## src/rtl/prrts_pkg.sv

```systemverilog
// Shared types and constants for the priority round-robin task scheduler.
`timescale 1ns / 1ps
`default_nettype none

package prrts_pkg;

   localparam int REQ_W      = 3;
   localparam int TASK_ID_W  = 16;
   localparam int PRIO_W     = 3;
   localparam int SLOT_IDX_W = 4;
   localparam int STATE_W    = 3;

   localparam logic [PRIO_W-1:0] DESKTOP_PRIO_RESET = 3'd1;

   typedef enum logic [REQ_W-1:0] {
      REQ_YIELD  = 3'd0,
      REQ_CREATE = 3'd1,
      REQ_EXIT   = 3'd2,
      REQ_KILL   = 3'd3,
      REQ_SETP   = 3'd4,
      REQ_READ   = 3'd5
   } req_op_type;

   typedef enum logic [STATE_W-1:0] {
      SLOT_FREE     = 3'd0,
      SLOT_READY    = 3'd1,
      SLOT_RUNNING  = 3'd2,
      SLOT_SLEEPING = 3'd3,
      SLOT_ZOMBIE   = 3'd4,
      SLOT_KILLED   = 3'd5
   } slot_state_type;

   typedef enum logic [2:0] {
      WR_NONE,
      WR_ZOMBIE,
      WR_OLD_READY,
      WR_NEW_RUN,
      WR_CREATE,
      WR_KILL,
      WR_SETP
   } wr_op_type;

   typedef enum logic [2:0] {
      FSM_IDLE,
      FSM_DECODE,
      FSM_EXIT_MARK,
      FSM_SCAN,
      FSM_SW_OLD,
      FSM_SW_NEW,
      FSM_WRITE,
      FSM_FINISH
   } fsm_state_type;

   typedef struct packed {
      logic      load;
      logic      scan_start;
      logic      scan_run;
      wr_op_type wr_op;
      logic      emit;
   } ctrl_cmd_type;

   typedef struct packed {
      logic [REQ_W-1:0] op;
      logic             scan_done;
      logic             found;
      logic             out_free;
   } ctrl_status_type;

endpackage

`default_nettype wire

```

## src/rtl/prrts_req_if.sv

```systemverilog
// Request channel interface of the task scheduler.
`timescale 1ns / 1ps
`default_nettype none

interface prrts_req_if;
   logic                             valid;
   logic                             ready;
   logic [prrts_pkg::REQ_W-1:0]      req_type;
   logic [prrts_pkg::TASK_ID_W-1:0]  task_id;
   logic [prrts_pkg::PRIO_W-1:0]     new_priority;
   logic [prrts_pkg::SLOT_IDX_W-1:0] slot_index;

   modport source (output valid, output req_type, output task_id, output new_priority,
                   output slot_index, input ready);
   modport sink (input valid, input req_type, input task_id, input new_priority,
                 input slot_index, output ready);
endinterface

`default_nettype wire

```

## src/rtl/prrts_rsp_if.sv

```systemverilog
// Response channel interface of the task scheduler.
`timescale 1ns / 1ps
`default_nettype none

interface prrts_rsp_if;
   logic                             valid;
   logic                             ready;
   logic                             ok;
   logic [prrts_pkg::TASK_ID_W-1:0]  created_id;
   logic [prrts_pkg::SLOT_IDX_W-1:0] running_slot;
   logic                             switched;
   logic [prrts_pkg::STATE_W-1:0]    read_state;
   logic [prrts_pkg::PRIO_W-1:0]     read_priority;
   logic [prrts_pkg::TASK_ID_W-1:0]  read_id;

   modport source (output valid, output ok, output created_id, output running_slot,
                   output switched, output read_state, output read_priority,
                   output read_id, input ready);
   modport sink (input valid, input ok, input created_id, input running_slot,
                 input switched, input read_state, input read_priority,
                 input read_id, output ready);
endinterface

`default_nettype wire

```

## src/rtl/priority_round_robin_task_scheduler_core.sv

```systemverilog
// Top level of the priority round-robin task scheduler.
//
// Requests arrive on req_ch (valid/ready); each produces one item on rsp_ch.
// The desktop priority is written through csr_wr_en/csr_wr_data and loads
// slot zero's priority at once; the user must write it only while the block
// is idle, as the block itself does not enforce this. One request is in work
// at a time. From acceptance to a valid result a request passes through a
// decode step, a scan of the table memory at one slot per cycle through its
// single read port, the registered read and the end of scan, and a finish
// step. Exit first marks the running slot zombie; on a switch, yield and exit
// write the old slot back to ready if it was running and the new slot to
// running; create writes on success, kill and set priority on a match; read
// scans a single slot, and an unknown type goes straight to the finish step.
// The next request is taken at the earliest in the idle cycle that follows.
// The result sits in an output register: a stalled receiver holds it there
// while the next request is accepted and worked on; that request finishes
// once the register is taken. Reset is synchronous: slot zero ready and the
// running slot at priority 1, other slots free, id counter at 1.
`timescale 1ns / 1ps
`default_nettype none

module priority_round_robin_task_scheduler_core #(
   parameter int SLOTS    = 16,
   parameter int MAX_PRIO = 3,
   parameter int ID_BITS  = 16
) (
   input  wire logic                         clock,
   input  wire logic                         reset,
   input  wire logic                         csr_wr_en,
   input  wire logic [prrts_pkg::PRIO_W-1:0] csr_wr_data,
   prrts_req_if.sink                         req_ch,
   prrts_rsp_if.source                       rsp_ch
);

   prrts_pkg::ctrl_cmd_type    cmd;
   prrts_pkg::ctrl_status_type status;

   prrts_ctrl u_ctrl (
      .clock     (clock),
      .reset     (reset),
      .req_valid (req_ch.valid),
      .req_ready (req_ch.ready),
      .status    (status),
      .cmd       (cmd)
   );

   prrts_datapath #(
      .SLOTS    (SLOTS),
      .MAX_PRIO (MAX_PRIO),
      .ID_BITS  (ID_BITS)
   ) u_datapath (
      .clock             (clock),
      .reset             (reset),
      .csr_wr_en         (csr_wr_en),
      .csr_wr_data       (csr_wr_data),
      .cmd               (cmd),
      .status            (status),
      .req_type          (req_ch.req_type),
      .task_id           (req_ch.task_id),
      .new_priority      (req_ch.new_priority),
      .slot_index        (req_ch.slot_index),
      .rsp_valid         (rsp_ch.valid),
      .rsp_ready         (rsp_ch.ready),
      .rsp_ok            (rsp_ch.ok),
      .rsp_created_id    (rsp_ch.created_id),
      .rsp_running_slot  (rsp_ch.running_slot),
      .rsp_switched      (rsp_ch.switched),
      .rsp_read_state    (rsp_ch.read_state),
      .rsp_read_priority (rsp_ch.read_priority),
      .rsp_read_id       (rsp_ch.read_id)
   );

endmodule

`default_nettype wire

```

## src/rtl/prrts_ctrl.sv

```systemverilog
// Control state machine of the task scheduler.
`timescale 1ns / 1ps
`default_nettype none

module prrts_ctrl (
   input  wire logic                       clock,
   input  wire logic                       reset,
   input  wire logic                       req_valid,
   output logic                            req_ready,
   input  wire prrts_pkg::ctrl_status_type status,
   output prrts_pkg::ctrl_cmd_type         cmd
);

   prrts_pkg::fsm_state_type state_ff;
   prrts_pkg::fsm_state_type state_in;

   always_ff @(posedge clock) begin
      if (reset) begin
         state_ff <= prrts_pkg::FSM_IDLE;
      end else begin
         state_ff <= state_in;
      end
   end

   // next state
   always_comb begin
      state_in = state_ff;
      case (state_ff)
         prrts_pkg::FSM_IDLE: begin
            if (req_valid) state_in = prrts_pkg::FSM_DECODE;
         end
         prrts_pkg::FSM_DECODE: begin
            case (status.op)
               prrts_pkg::REQ_YIELD, prrts_pkg::REQ_CREATE, prrts_pkg::REQ_KILL,
               prrts_pkg::REQ_SETP, prrts_pkg::REQ_READ: state_in = prrts_pkg::FSM_SCAN;
               prrts_pkg::REQ_EXIT: state_in = prrts_pkg::FSM_EXIT_MARK;
               default: state_in = prrts_pkg::FSM_FINISH;
            endcase
         end
         prrts_pkg::FSM_EXIT_MARK: state_in = prrts_pkg::FSM_SCAN;
         prrts_pkg::FSM_SCAN: begin
            if (status.scan_done) begin
               case (status.op)
                  prrts_pkg::REQ_YIELD, prrts_pkg::REQ_EXIT: begin
                     state_in = status.found ? prrts_pkg::FSM_SW_OLD : prrts_pkg::FSM_FINISH;
                  end
                  prrts_pkg::REQ_CREATE, prrts_pkg::REQ_KILL, prrts_pkg::REQ_SETP: begin
                     state_in = status.found ? prrts_pkg::FSM_WRITE : prrts_pkg::FSM_FINISH;
                  end
                  default: state_in = prrts_pkg::FSM_FINISH;
               endcase
            end
         end
         prrts_pkg::FSM_SW_OLD: state_in = prrts_pkg::FSM_SW_NEW;
         prrts_pkg::FSM_SW_NEW: state_in = prrts_pkg::FSM_FINISH;
         prrts_pkg::FSM_WRITE:  state_in = prrts_pkg::FSM_FINISH;
         prrts_pkg::FSM_FINISH: begin
            if (status.out_free) state_in = prrts_pkg::FSM_IDLE;
         end
         default: state_in = prrts_pkg::FSM_IDLE;
      endcase
   end

   // outputs
   always_comb begin
      req_ready      = 1'b0;
      cmd.load       = 1'b0;
      cmd.scan_start = 1'b0;
      cmd.scan_run   = 1'b0;
      cmd.wr_op      = prrts_pkg::WR_NONE;
      cmd.emit       = 1'b0;
      case (state_ff)
         prrts_pkg::FSM_IDLE: begin
            req_ready = 1'b1;
            cmd.load  = req_valid;
         end
         prrts_pkg::FSM_DECODE: begin
            case (status.op)
               prrts_pkg::REQ_YIELD, prrts_pkg::REQ_CREATE, prrts_pkg::REQ_KILL,
               prrts_pkg::REQ_SETP, prrts_pkg::REQ_READ: cmd.scan_start = 1'b1;
               default: cmd.scan_start = 1'b0;
            endcase
         end
         prrts_pkg::FSM_EXIT_MARK: begin
            cmd.wr_op      = prrts_pkg::WR_ZOMBIE;
            cmd.scan_start = 1'b1;
         end
         prrts_pkg::FSM_SCAN:   cmd.scan_run = 1'b1;
         prrts_pkg::FSM_SW_OLD: cmd.wr_op = prrts_pkg::WR_OLD_READY;
         prrts_pkg::FSM_SW_NEW: cmd.wr_op = prrts_pkg::WR_NEW_RUN;
         prrts_pkg::FSM_WRITE: begin
            case (status.op)
               prrts_pkg::REQ_CREATE: cmd.wr_op = prrts_pkg::WR_CREATE;
               prrts_pkg::REQ_KILL:   cmd.wr_op = prrts_pkg::WR_KILL;
               prrts_pkg::REQ_SETP:   cmd.wr_op = prrts_pkg::WR_SETP;
               default:               cmd.wr_op = prrts_pkg::WR_NONE;
            endcase
         end
         prrts_pkg::FSM_FINISH: cmd.emit = status.out_free;
         default: req_ready = 1'b0;
      endcase
   end

endmodule

`default_nettype wire

```

## src/rtl/prrts_datapath.sv

```systemverilog
// Task table memories, slot scanner and response register of the task scheduler.
`timescale 1ns / 1ps
`default_nettype none

module prrts_datapath #(
   parameter int SLOTS    = 16,
   parameter int MAX_PRIO = 3,
   parameter int ID_BITS  = 16
) (
   input  wire logic                                 clock,
   input  wire logic                                 reset,
   input  wire logic                                 csr_wr_en,
   input  wire logic [prrts_pkg::PRIO_W-1:0]         csr_wr_data,
   input  wire prrts_pkg::ctrl_cmd_type              cmd,
   output prrts_pkg::ctrl_status_type                status,
   input  wire logic [prrts_pkg::REQ_W-1:0]          req_type,
   input  wire logic [prrts_pkg::TASK_ID_W-1:0]      task_id,
   input  wire logic [prrts_pkg::PRIO_W-1:0]         new_priority,
   input  wire logic [prrts_pkg::SLOT_IDX_W-1:0]     slot_index,
   output logic                                      rsp_valid,
   input  wire logic                                 rsp_ready,
   output logic                                      rsp_ok,
   output logic [prrts_pkg::TASK_ID_W-1:0]           rsp_created_id,
   output logic [prrts_pkg::SLOT_IDX_W-1:0]          rsp_running_slot,
   output logic                                      rsp_switched,
   output logic [prrts_pkg::STATE_W-1:0]             rsp_read_state,
   output logic [prrts_pkg::PRIO_W-1:0]              rsp_read_priority,
   output logic [prrts_pkg::TASK_ID_W-1:0]           rsp_read_id
);

   localparam int IDX_W     = $clog2(SLOTS);
   localparam int CNT_W     = $clog2(SLOTS + 1);
   localparam int TID_W     = (ID_BITS < prrts_pkg::TASK_ID_W) ? ID_BITS : prrts_pkg::TASK_ID_W;
   localparam int RUN_OUT_W = (IDX_W < prrts_pkg::SLOT_IDX_W) ? IDX_W : prrts_pkg::SLOT_IDX_W;
   localparam logic [IDX_W-1:0] LAST_IDX = IDX_W'(SLOTS - 1);
   localparam logic [prrts_pkg::PRIO_W-1:0] PRIO_CAP = prrts_pkg::PRIO_W'(MAX_PRIO);

   // captured request
   logic [prrts_pkg::REQ_W-1:0]      op_ff;
   logic [ID_BITS-1:0]               tid_ff;
   logic [prrts_pkg::PRIO_W-1:0]     prio_ff;
   logic [prrts_pkg::SLOT_IDX_W-1:0] sidx_ff;

   // table storage
   logic [prrts_pkg::STATE_W-1:0] st_mem_ff [SLOTS];
   logic [prrts_pkg::PRIO_W-1:0]  pr_mem_ff [SLOTS];
   logic [ID_BITS-1:0]            id_mem_ff [SLOTS];
   logic [prrts_pkg::STATE_W-1:0] st_q_ff;
   logic [prrts_pkg::PRIO_W-1:0]  pr_q_ff;
   logic [ID_BITS-1:0]            id_q_ff;
   logic [SLOTS-1:0]              st_vld_ff, pr_vld_ff, id_vld_ff;

   logic [IDX_W-1:0]   run_ff, run_in;
   logic [ID_BITS-1:0] id_cnt_ff, id_cnt_in;

   // scanner
   logic [IDX_W-1:0] ptr_ff, ptr_in;
   logic [CNT_W-1:0] iss_cnt_ff, iss_cnt_in;
   logic [CNT_W-1:0] ev_cnt_ff, ev_cnt_in;
   logic [CNT_W-1:0] len_ff, len_in;
   logic             ev_vld_ff, ev_vld_in;
   logic [IDX_W-1:0] ev_addr_ff;
   logic             issue;

   logic                         found_ff, found_in;
   logic [IDX_W-1:0]             best_ff, best_in;
   logic [prrts_pkg::PRIO_W-1:0] best_prio_ff, best_prio_in;
   logic                         was_run_ff, was_run_in;

   // per-request results
   logic [ID_BITS-1:0]            created_ff, created_in;
   logic                          sw_ff, sw_in;
   logic [prrts_pkg::STATE_W-1:0] rs_ff, rs_in;
   logic [prrts_pkg::PRIO_W-1:0]  rp_ff, rp_in;
   logic [ID_BITS-1:0]            rid_ff, rid_in;
   logic                          ok_now;

   logic                          rsp_valid_ff, rsp_valid_in;

   // table write port
   logic                          st_we, pr_we, id_we;
   logic [IDX_W-1:0]              wr_addr;
   logic [prrts_pkg::STATE_W-1:0] st_wd;
   logic [prrts_pkg::PRIO_W-1:0]  pr_wd;

   logic [prrts_pkg::STATE_W-1:0] ev_state;
   logic [prrts_pkg::PRIO_W-1:0]  ev_prio;
   logic [ID_BITS-1:0]            ev_id;
   logic                          ev_first;
   logic                          in_range;
   logic [prrts_pkg::PRIO_W-1:0]  prio_clamp;

   assign in_range   = (32'(sidx_ff) < 32'(SLOTS));
   assign prio_clamp = (prio_ff > PRIO_CAP) ? PRIO_CAP : prio_ff;
   assign ev_first   = (ev_cnt_ff == '0);

   // entries never written read as their reset contents
   always_comb begin
      if (st_vld_ff[ev_addr_ff]) begin
         ev_state = st_q_ff;
      end else if (ev_addr_ff == '0) begin
         ev_state = prrts_pkg::SLOT_READY;
      end else begin
         ev_state = prrts_pkg::SLOT_FREE;
      end
      if (pr_vld_ff[ev_addr_ff]) begin
         ev_prio = pr_q_ff;
      end else if (ev_addr_ff == '0) begin
         ev_prio = prrts_pkg::DESKTOP_PRIO_RESET;
      end else begin
         ev_prio = '0;
      end
      ev_id = id_vld_ff[ev_addr_ff] ? id_q_ff : '0;
   end

   always_ff @(posedge clock) begin
      if (cmd.load) begin
         op_ff   <= req_type;
         tid_ff  <= ID_BITS'(task_id[TID_W-1:0]);
         prio_ff <= new_priority;
         sidx_ff <= slot_index;
      end
   end

   // write port
   always_comb begin
      st_we   = 1'b0;
      pr_we   = 1'b0;
      id_we   = 1'b0;
      wr_addr = best_ff;
      st_wd   = prrts_pkg::SLOT_READY;
      pr_wd   = prio_ff;
      case (cmd.wr_op)
         prrts_pkg::WR_ZOMBIE: begin
            st_we   = 1'b1;
            wr_addr = run_ff;
            st_wd   = prrts_pkg::SLOT_ZOMBIE;
         end
         prrts_pkg::WR_OLD_READY: begin
            // only a task that was running returns to ready
            st_we   = was_run_ff;
            wr_addr = run_ff;
            st_wd   = prrts_pkg::SLOT_READY;
         end
         prrts_pkg::WR_NEW_RUN: begin
            st_we = 1'b1;
            st_wd = prrts_pkg::SLOT_RUNNING;
         end
         prrts_pkg::WR_CREATE: begin
            st_we = 1'b1;
            pr_we = 1'b1;
            id_we = 1'b1;
            st_wd = prrts_pkg::SLOT_READY;
         end
         prrts_pkg::WR_KILL: begin
            st_we = 1'b1;
            st_wd = prrts_pkg::SLOT_KILLED;
         end
         prrts_pkg::WR_SETP: begin
            pr_we = 1'b1;
            pr_wd = prio_clamp;
         end
         default: st_we = 1'b0;
      endcase
      if (csr_wr_en) begin
         pr_we   = 1'b1;
         wr_addr = '0;
         pr_wd   = csr_wr_data;
      end
   end

   always_ff @(posedge clock) begin
      if (st_we) st_mem_ff[wr_addr] <= st_wd;
      if (pr_we) pr_mem_ff[wr_addr] <= pr_wd;
      if (id_we) id_mem_ff[wr_addr] <= id_cnt_ff;
      st_q_ff <= st_mem_ff[ptr_ff];
      pr_q_ff <= pr_mem_ff[ptr_ff];
      id_q_ff <= id_mem_ff[ptr_ff];
      ev_addr_ff <= ptr_ff;
   end

   always_ff @(posedge clock) begin
      if (reset) begin
         st_vld_ff <= '0;
         pr_vld_ff <= '0;
         id_vld_ff <= '0;
      end else begin
         if (st_we) st_vld_ff[wr_addr] <= 1'b1;
         if (pr_we) pr_vld_ff[wr_addr] <= 1'b1;
         if (id_we) id_vld_ff[wr_addr] <= 1'b1;
      end
   end

   // scanner control
   assign issue = cmd.scan_run && (iss_cnt_ff != len_ff);

   always_comb begin
      ptr_in     = ptr_ff;
      iss_cnt_in = iss_cnt_ff;
      ev_cnt_in  = ev_cnt_ff;
      len_in     = len_ff;
      ev_vld_in  = issue;
      if (cmd.scan_start) begin
         iss_cnt_in = '0;
         ev_cnt_in  = '0;
         case (op_ff)
            prrts_pkg::REQ_YIELD, prrts_pkg::REQ_EXIT: begin
               // slot running first, for its state, then the rest in rotation
               ptr_in = run_ff;
               len_in = CNT_W'(SLOTS);
            end
            prrts_pkg::REQ_CREATE: begin
               ptr_in = IDX_W'(1);
               len_in = CNT_W'(SLOTS - 1);
            end
            prrts_pkg::REQ_KILL, prrts_pkg::REQ_SETP: begin
               ptr_in = '0;
               len_in = CNT_W'(SLOTS);
            end
            prrts_pkg::REQ_READ: begin
               ptr_in = IDX_W'(sidx_ff);
               len_in = CNT_W'(1);
            end
            default: begin
               ptr_in = '0;
               len_in = CNT_W'(1);
            end
         endcase
      end else begin
         if (issue) begin
            ptr_in     = (ptr_ff == LAST_IDX) ? '0 : ptr_ff + 1'b1;
            iss_cnt_in = iss_cnt_ff + 1'b1;
         end
         if (ev_vld_ff) ev_cnt_in = ev_cnt_ff + 1'b1;
      end
   end

   always_ff @(posedge clock) begin
      if (reset) begin
         ptr_ff     <= '0;
         iss_cnt_ff <= '0;
         ev_cnt_ff  <= '0;
         len_ff     <= '0;
         ev_vld_ff  <= 1'b0;
      end else begin
         ptr_ff     <= ptr_in;
         iss_cnt_ff <= iss_cnt_in;
         ev_cnt_ff  <= ev_cnt_in;
         len_ff     <= len_in;
         ev_vld_ff  <= ev_vld_in;
      end
   end

   // evaluate one returned entry a cycle
   always_comb begin
      found_in     = found_ff;
      best_in      = best_ff;
      best_prio_in = best_prio_ff;
      was_run_in   = was_run_ff;
      rs_in        = rs_ff;
      rp_in        = rp_ff;
      rid_in       = rid_ff;
      if (cmd.load) begin
         rs_in  = '0;
         rp_in  = '0;
         rid_in = '0;
      end
      if (cmd.scan_start) begin
         found_in     = 1'b0;
         best_in      = '0;
         best_prio_in = '0;
         was_run_in   = 1'b0;
      end else if (ev_vld_ff) begin
         case (op_ff)
            prrts_pkg::REQ_YIELD, prrts_pkg::REQ_EXIT: begin
               if (ev_first) begin
                  was_run_in = (ev_state == prrts_pkg::SLOT_RUNNING);
               end else if ((ev_state == prrts_pkg::SLOT_READY) &&
                            (!found_ff || (ev_prio > best_prio_ff))) begin
                  found_in     = 1'b1;
                  best_in      = ev_addr_ff;
                  best_prio_in = ev_prio;
               end
            end
            prrts_pkg::REQ_CREATE: begin
               if (!found_ff && ((ev_state == prrts_pkg::SLOT_FREE) ||
                                 (ev_state == prrts_pkg::SLOT_ZOMBIE))) begin
                  found_in = 1'b1;
                  best_in  = ev_addr_ff;
               end
            end
            prrts_pkg::REQ_KILL, prrts_pkg::REQ_SETP: begin
               if (!found_ff && (ev_state != prrts_pkg::SLOT_FREE) && (ev_id == tid_ff)) begin
                  found_in = 1'b1;
                  best_in  = ev_addr_ff;
               end
            end
            prrts_pkg::REQ_READ: begin
               if (in_range) begin
                  rs_in  = ev_state;
                  rp_in  = ev_prio;
                  rid_in = ev_id;
               end
            end
            default: found_in = found_ff;
         endcase
      end
   end

   always_ff @(posedge clock) begin
      if (reset) begin
         found_ff <= 1'b0;
      end else begin
         found_ff <= found_in;
      end
      best_ff      <= best_in;
      best_prio_ff <= best_prio_in;
      was_run_ff   <= was_run_in;
      rs_ff        <= rs_in;
      rp_ff        <= rp_in;
      rid_ff       <= rid_in;
   end

   // running slot, id counter, per-request flags
   always_comb begin
      run_in     = run_ff;
      id_cnt_in  = id_cnt_ff;
      created_in = created_ff;
      sw_in      = sw_ff;
      if (cmd.load) begin
         created_in = '0;
         sw_in      = 1'b0;
      end
      case (cmd.wr_op)
         prrts_pkg::WR_NEW_RUN: begin
            run_in = best_ff;
            sw_in  = 1'b1;
         end
         prrts_pkg::WR_CREATE: begin
            created_in = id_cnt_ff;
            id_cnt_in  = id_cnt_ff + 1'b1;
         end
         default: run_in = run_ff;
      endcase
   end

   always_ff @(posedge clock) begin
      if (reset) begin
         run_ff    <= '0;
         id_cnt_ff <= ID_BITS'(1);
      end else begin
         run_ff    <= run_in;
         id_cnt_ff <= id_cnt_in;
      end
      created_ff <= created_in;
      sw_ff      <= sw_in;
   end

   always_comb begin
      case (op_ff)
         prrts_pkg::REQ_YIELD, prrts_pkg::REQ_EXIT: ok_now = 1'b1;
         prrts_pkg::REQ_CREATE, prrts_pkg::REQ_KILL, prrts_pkg::REQ_SETP: ok_now = found_ff;
         prrts_pkg::REQ_READ: ok_now = in_range;
         default: ok_now = 1'b0;
      endcase
   end

   // response register
   always_comb begin
      rsp_valid_in = rsp_valid_ff;
      if (cmd.emit) begin
         rsp_valid_in = 1'b1;
      end else if (rsp_ready) begin
         rsp_valid_in = 1'b0;
      end
   end

   always_ff @(posedge clock) begin
      if (reset) begin
         rsp_valid_ff <= 1'b0;
      end else begin
         rsp_valid_ff <= rsp_valid_in;
      end
      if (cmd.emit) begin
         rsp_ok            <= ok_now;
         rsp_created_id    <= prrts_pkg::TASK_ID_W'(created_ff[TID_W-1:0]);
         rsp_running_slot  <= prrts_pkg::SLOT_IDX_W'(run_ff[RUN_OUT_W-1:0]);
         rsp_switched      <= sw_ff;
         rsp_read_state    <= rs_ff;
         rsp_read_priority <= rp_ff;
         rsp_read_id       <= prrts_pkg::TASK_ID_W'(rid_ff[TID_W-1:0]);
      end
   end

   assign rsp_valid        = rsp_valid_ff;
   assign status.op        = op_ff;
   assign status.scan_done = (ev_cnt_ff == len_ff);
   assign status.found     = found_ff;
   assign status.out_free  = !rsp_valid_ff || rsp_ready;

endmodule

`default_nettype wire

```

## src/flat_wrapper.sv

```systemverilog
// flat-port wrapper written by rule: the top's interface ports become plain ports
module priority_round_robin_task_scheduler_core_flat 
#(
   parameter int SLOTS    = 16,
   parameter int MAX_PRIO = 3,
   parameter int ID_BITS  = 16
)
  (clock, reset, csr_wr_en, csr_wr_data, req_ch_valid, req_ch_req_type, req_ch_task_id, req_ch_new_priority, req_ch_slot_index, req_ch_ready, rsp_ch_valid, rsp_ch_ok, rsp_ch_created_id, rsp_ch_running_slot, rsp_ch_switched, rsp_ch_read_state, rsp_ch_read_priority, rsp_ch_read_id, rsp_ch_ready);
  prrts_req_if req_ch_i ();
  prrts_rsp_if rsp_ch_i ();
  input  wire logic clock;
  input  wire logic reset;
  input  wire logic csr_wr_en;
  input  wire logic [prrts_pkg::PRIO_W-1:0] csr_wr_data;
  input wire logic [$bits(req_ch_i.valid)-1:0] req_ch_valid;
  input wire logic [$bits(req_ch_i.req_type)-1:0] req_ch_req_type;
  input wire logic [$bits(req_ch_i.task_id)-1:0] req_ch_task_id;
  input wire logic [$bits(req_ch_i.new_priority)-1:0] req_ch_new_priority;
  input wire logic [$bits(req_ch_i.slot_index)-1:0] req_ch_slot_index;
  output wire logic [$bits(req_ch_i.ready)-1:0] req_ch_ready;
  output wire logic [$bits(rsp_ch_i.valid)-1:0] rsp_ch_valid;
  output wire logic [$bits(rsp_ch_i.ok)-1:0] rsp_ch_ok;
  output wire logic [$bits(rsp_ch_i.created_id)-1:0] rsp_ch_created_id;
  output wire logic [$bits(rsp_ch_i.running_slot)-1:0] rsp_ch_running_slot;
  output wire logic [$bits(rsp_ch_i.switched)-1:0] rsp_ch_switched;
  output wire logic [$bits(rsp_ch_i.read_state)-1:0] rsp_ch_read_state;
  output wire logic [$bits(rsp_ch_i.read_priority)-1:0] rsp_ch_read_priority;
  output wire logic [$bits(rsp_ch_i.read_id)-1:0] rsp_ch_read_id;
  input wire logic [$bits(rsp_ch_i.ready)-1:0] rsp_ch_ready;
  assign req_ch_i.valid = req_ch_valid;
  assign req_ch_i.req_type = req_ch_req_type;
  assign req_ch_i.task_id = req_ch_task_id;
  assign req_ch_i.new_priority = req_ch_new_priority;
  assign req_ch_i.slot_index = req_ch_slot_index;
  assign req_ch_ready = req_ch_i.ready;
  assign rsp_ch_valid = rsp_ch_i.valid;
  assign rsp_ch_ok = rsp_ch_i.ok;
  assign rsp_ch_created_id = rsp_ch_i.created_id;
  assign rsp_ch_running_slot = rsp_ch_i.running_slot;
  assign rsp_ch_switched = rsp_ch_i.switched;
  assign rsp_ch_read_state = rsp_ch_i.read_state;
  assign rsp_ch_read_priority = rsp_ch_i.read_priority;
  assign rsp_ch_read_id = rsp_ch_i.read_id;
  assign rsp_ch_i.ready = rsp_ch_ready;
  priority_round_robin_task_scheduler_core #(.SLOTS(SLOTS), .MAX_PRIO(MAX_PRIO), .ID_BITS(ID_BITS)) u_core (.clock(clock), .reset(reset), .csr_wr_en(csr_wr_en), .csr_wr_data(csr_wr_data), .req_ch(req_ch_i), .rsp_ch(rsp_ch_i));
endmodule
```

## config.mk

```make
export PLATFORM = sky130hd
export DESIGN_NAME = priority_round_robin_task_scheduler_core_flat
export DESIGN_NICKNAME = d
export VERILOG_FILES = /design/src/rtl/prrts_pkg.sv /design/src/rtl/prrts_req_if.sv /design/src/rtl/prrts_rsp_if.sv /design/src/rtl/priority_round_robin_task_scheduler_core.sv /design/src/rtl/prrts_ctrl.sv /design/src/rtl/prrts_datapath.sv /design/src/flat_wrapper.sv
export SDC_FILE = /design/constraint.sdc
export NUM_CORES = 1
export LEC_CHECK = 0
export BUFFER_PORTS_ARGS = -buffer_cell sky130_fd_sc_hd__buf_4
export CAP_MARGIN = 20
export CORE_ASPECT_RATIO = 0.8
export CORE_UTILIZATION = 40
export CTS_CLUSTER_DIAMETER = 30
export DETAILED_ROUTE_END_ITERATION = 10
export GPL_ROUTABILITY_DRIVEN = 0
export MAX_ROUTING_LAYER = met4
export PLACE_DENSITY = 0.61
export SYNTH_ARGS = -nofsm -noshare
export SYNTH_HDL_FRONTEND = slang
export SYNTH_HIERARCHICAL = 1
export SYNTH_SLANG_ARGS = --single-unit
```

## constraint.sdc

```tcl
create_clock -name clock -period 4.55 [get_ports clock]
set_input_delay 0.2275 -clock clock [delete_from_list [all_inputs] [get_ports clock]]
set_output_delay 0.2275 -clock clock [all_outputs]
set_load 0.01 [all_outputs]
```

==> run_results.csv <==
group,metric,value,unit
route,dr.max_layer_used,"met4",
global_routing,grt_pass1_vias,13270,
route,wl_met2,23930,um
route,routed_wl,52930,um
power,ir_drop,0.0003092,V
synth,ys_ff_latch,586,
route,wl_met1,23810,um
finish,final_cell_mix,"438 x edfxtp_1, 149 x nor2_1, 145 x dfxtp_1, 124 x buf_4, 122 x mux4_2",
cts,clock_latency,650,ps
global_routing,grt_max_degree,82,
finish,antenna_cells,0,
cts,clkTransAtPathRegs,50,ps
finish,largest-register,"u_core/u_datapath/id_mem_ff",
cts,clockBufferDepth,3,
sta,slew_headroom,27.37,%
global_routing,overflow,0,
floorplanning,core,0.05569,sq mm
sta,slew_viol_final,0,
finish,reg_top3,"u_core/u_datapath/id_mem_ff x256, u_core/u_datapath/pr_mem_ff x48, u_core/u_datapath/st_mem_ff x48",
critical_path,r2r_start,"u_core/u_datapath/ev_addr_ff[0]",
floorplanning,rows,77,
placed_design,dp.cells,2191,
critical_path,rr_worst_depth,12,
critical_path,worst_setup_path_start_kind,"register",
critical_path,crit_arrival,4540,ps
route,dr.pass1.iters,5,
synth,ys_top_cells_by_area,"edfxtp_1 58%, dfxtp_1 13%, mux4_2 12%",
synth,syn_nets,1425,
finish,nFillCells,4500,
sta,fin_tns_setup,0,ps
sta,worst_clock_skew,25.12,ps
worst_hold_path,hold_path_end,"u_core/u_datapath/pr_mem_ff[13][1]",
route,num_vias,13040,
global_routing,antenna_found_initial,2,
route,drtIter0Drc,1354,
placed_design,post-place-ws,509.2,ps
finish,layout_commonest_cell,"edfxtp_1",
synth,ys_seq_area_share,71.01,%
synth,yosysTopAreaCellShare,57.96,%
cts,cts_tree,"yes",
cts,cts_setup_buffers,0,
outcome,status,"finished clean",
floorplanning,ios,80,
route,drc_errors,0,
critical_path,ff2ff_setup_slack,490,ps
sta,whs,135.9,ps
floorplanning,dieArea,0.05770,sq mm
global_routing,grtUsageTotal,19.26,%
synth,synth-warning-count,6,
floorplanning,initial_core_util,40.75,%
power,leakage,9.773,nW
sta,finalHoldViolCount,0,
synth,synth_edf_count,438,
route,via_per_inst,5.350,
floorplanning,die_h,215.0,um
synth,avgSynthCellArea,16.41,sq um
sta,worst_slew_pin_slew,1089,ps
finish,largest_reg_flops,256,
critical_path,required,5020,ps
placed_design,dp_hpwl,32840,um
cts,cts_max_level,3,
critical_path,path_max_fanout,14,
route,met3_length,4208,um
critical_path,criticalPathCategory,"reg -> reg",
synth,ys_types,67,
cts,cts_sinks,586,
sta,setup_viol,0,
flow_run,cap_viol_max_count,0,
synth,ys.flop_type,"edfxtp_1",
floorplanning,die_w,268.3,um
sta,timing.final.crit_period,4062,ps
synth,synthArstFlopShare,0,%
worst_hold_path,hp-class,"in -> reg",
cts,cts-root-buf,"clkbuf_16",
finish,nNetsFinal,1629,
cts,cts_resized,0,
worst_hold_path,hold_start,"csr_wr_data[1]",
critical_path,r2r_end,"u_core/u_datapath/best_ff[1]",
finish,drive_above_1_share,29.34,%
global_routing,grt_pass1_wl,80160,um
route,ant_nets,0,
sta,fmax,0.2462,GHz
sta,fin_crit_sh,89.26,%
synth,synth_cells,1383,
synth,yosysTopAreaCell,"edfxtp_1",
sta,finalWorstSetupSlack,488.5,ps
sta,rsz0062_at_grt,"no",
critical_path,end_kind,"register",
cts,cts_buffers,113,
finish,stdcell_count,2437,
synth,syn_area,0.02269,sq mm
placed_design,io_buffers,79,
power,power.density,566.9,mW/mm^2
route,post_drt_wl_per_cell,21.72,um
worst_hold_path,worstHoldPathCells,4,
finish,area_growth,26.40,%
-- worst max-delay path, cell delays in order, from the launching register on --
cell      delay, ps
dfxtp_1         750
mux4_2          590
mux4_2          530
and2_1          220
ha_1            290
nor2b_1         140
o21a_1          150
o21ai_0         300
a211oi_2        150
o221ai_4        370
mux2i_1         130
a31oi_1         160
o31ai_1         120
-- logic make-up (layout without fill, tap and decap cells) --
| kind of cell | after synthesis | in the layout | share of synthesized area, % |
|---|---|---|---|
| multiplexers | 146 | 146 | 13.17 |
| flip-flops | 586 | 586 | 71.01 |
| AO/OA/AOI/OAI | 157 | 157 | 4.763 |
| adder cells (fa/ha/maj) | 8 | 8 | 0.4411 |
| AND/OR/NAND/NOR | 364 | 364 | 7.741 |
| buffers and inverters | 90 | 394 | 1.643 |
| XOR/XNOR | 32 | 32 | 1.235 |
-- metal layers --
metal,vias to the layer above,track usage [%]
met5,-,-
met1,6650,26.58
met4,0,5.733
li1,5820,-
met2,486,27.30
met3,83,5.855
-- cells in the mapped netlist (16+ instances only) --
master and n:
clkbuf_1 47, edfxtp_1 438, mux4_2 122, a21oi_1 57, o21ai_0 16, inv_1 20
mux2i_1 24, nor3_1 17, nor2_1 164, xor2_1 20, dfxtp_1 148, nand3_1 18
and2_1 30, a22o_1 16, a31oi_1 17, nand2_1 53
-- worst max-delay path by stage --
stage                                    start                                 end  slack (ps)  cells past startpoint
2_1_floorplan       u_core/u_datapath/op_ff[1]  u_core/u_datapath/id_mem_ff[10][0]         520                     11
3_3_place_gp   u_core/u_datapath/ev_addr_ff[0]        u_core/u_datapath/best_ff[1]         630                     12
3_5_place_dp   u_core/u_datapath/ev_addr_ff[0]        u_core/u_datapath/best_ff[1]         510                     12
4_1_cts        u_core/u_datapath/ev_addr_ff[0]        u_core/u_datapath/best_ff[1]         490                     12
5_1_grt        u_core/u_datapath/ev_addr_ff[0]        u_core/u_datapath/best_ff[3]         210                     12
6_report       u_core/u_datapath/ev_addr_ff[0]        u_core/u_datapath/best_ff[1]         490                     12
-- report_power, final --
group	switching [mW]	internal, mW	total (mW)
clock	2.80	5.60	8.40
sequential	0.310	5.95	6.26
combinational	0.853	0.742	1.60
total	3.96	12.3	16.3
-- layout make-up --
class | count | area (sq um) | area share [%]
multi-input combinational | 707 | 6262 | 21.83
clock inverter | 83 | 905.9 | 3.158
timing repair buffer | 156 | 1291 | 4.501
sequential | 586 | 16120 | 56.21
tap | 750 | 938.4 | 3.271
inverter | 23 | 86.33 | 0.3010
clock buffer | 132 | 3077 | 10.73
-- per-stage QoR --
step,cell area (sq um),util (%),power (mW)
4_1_cts,28640,51.43,16.38
3_3_place_gp,24370,43.76,7.885
3_5_place_dp,24370,43.77,7.918
2_1_floorplan,22690,-,7.338
6_report,28690,51.51,16.26
5_1_grt,28690,51.51,16.80
-- repair_timing --
action / CTS / global route
hold endpoints to repair: 29 / 0
setup endpoints to repair: 0 / 0
hold buffers: 28 / 0
(Power assumes the default switching activity.)
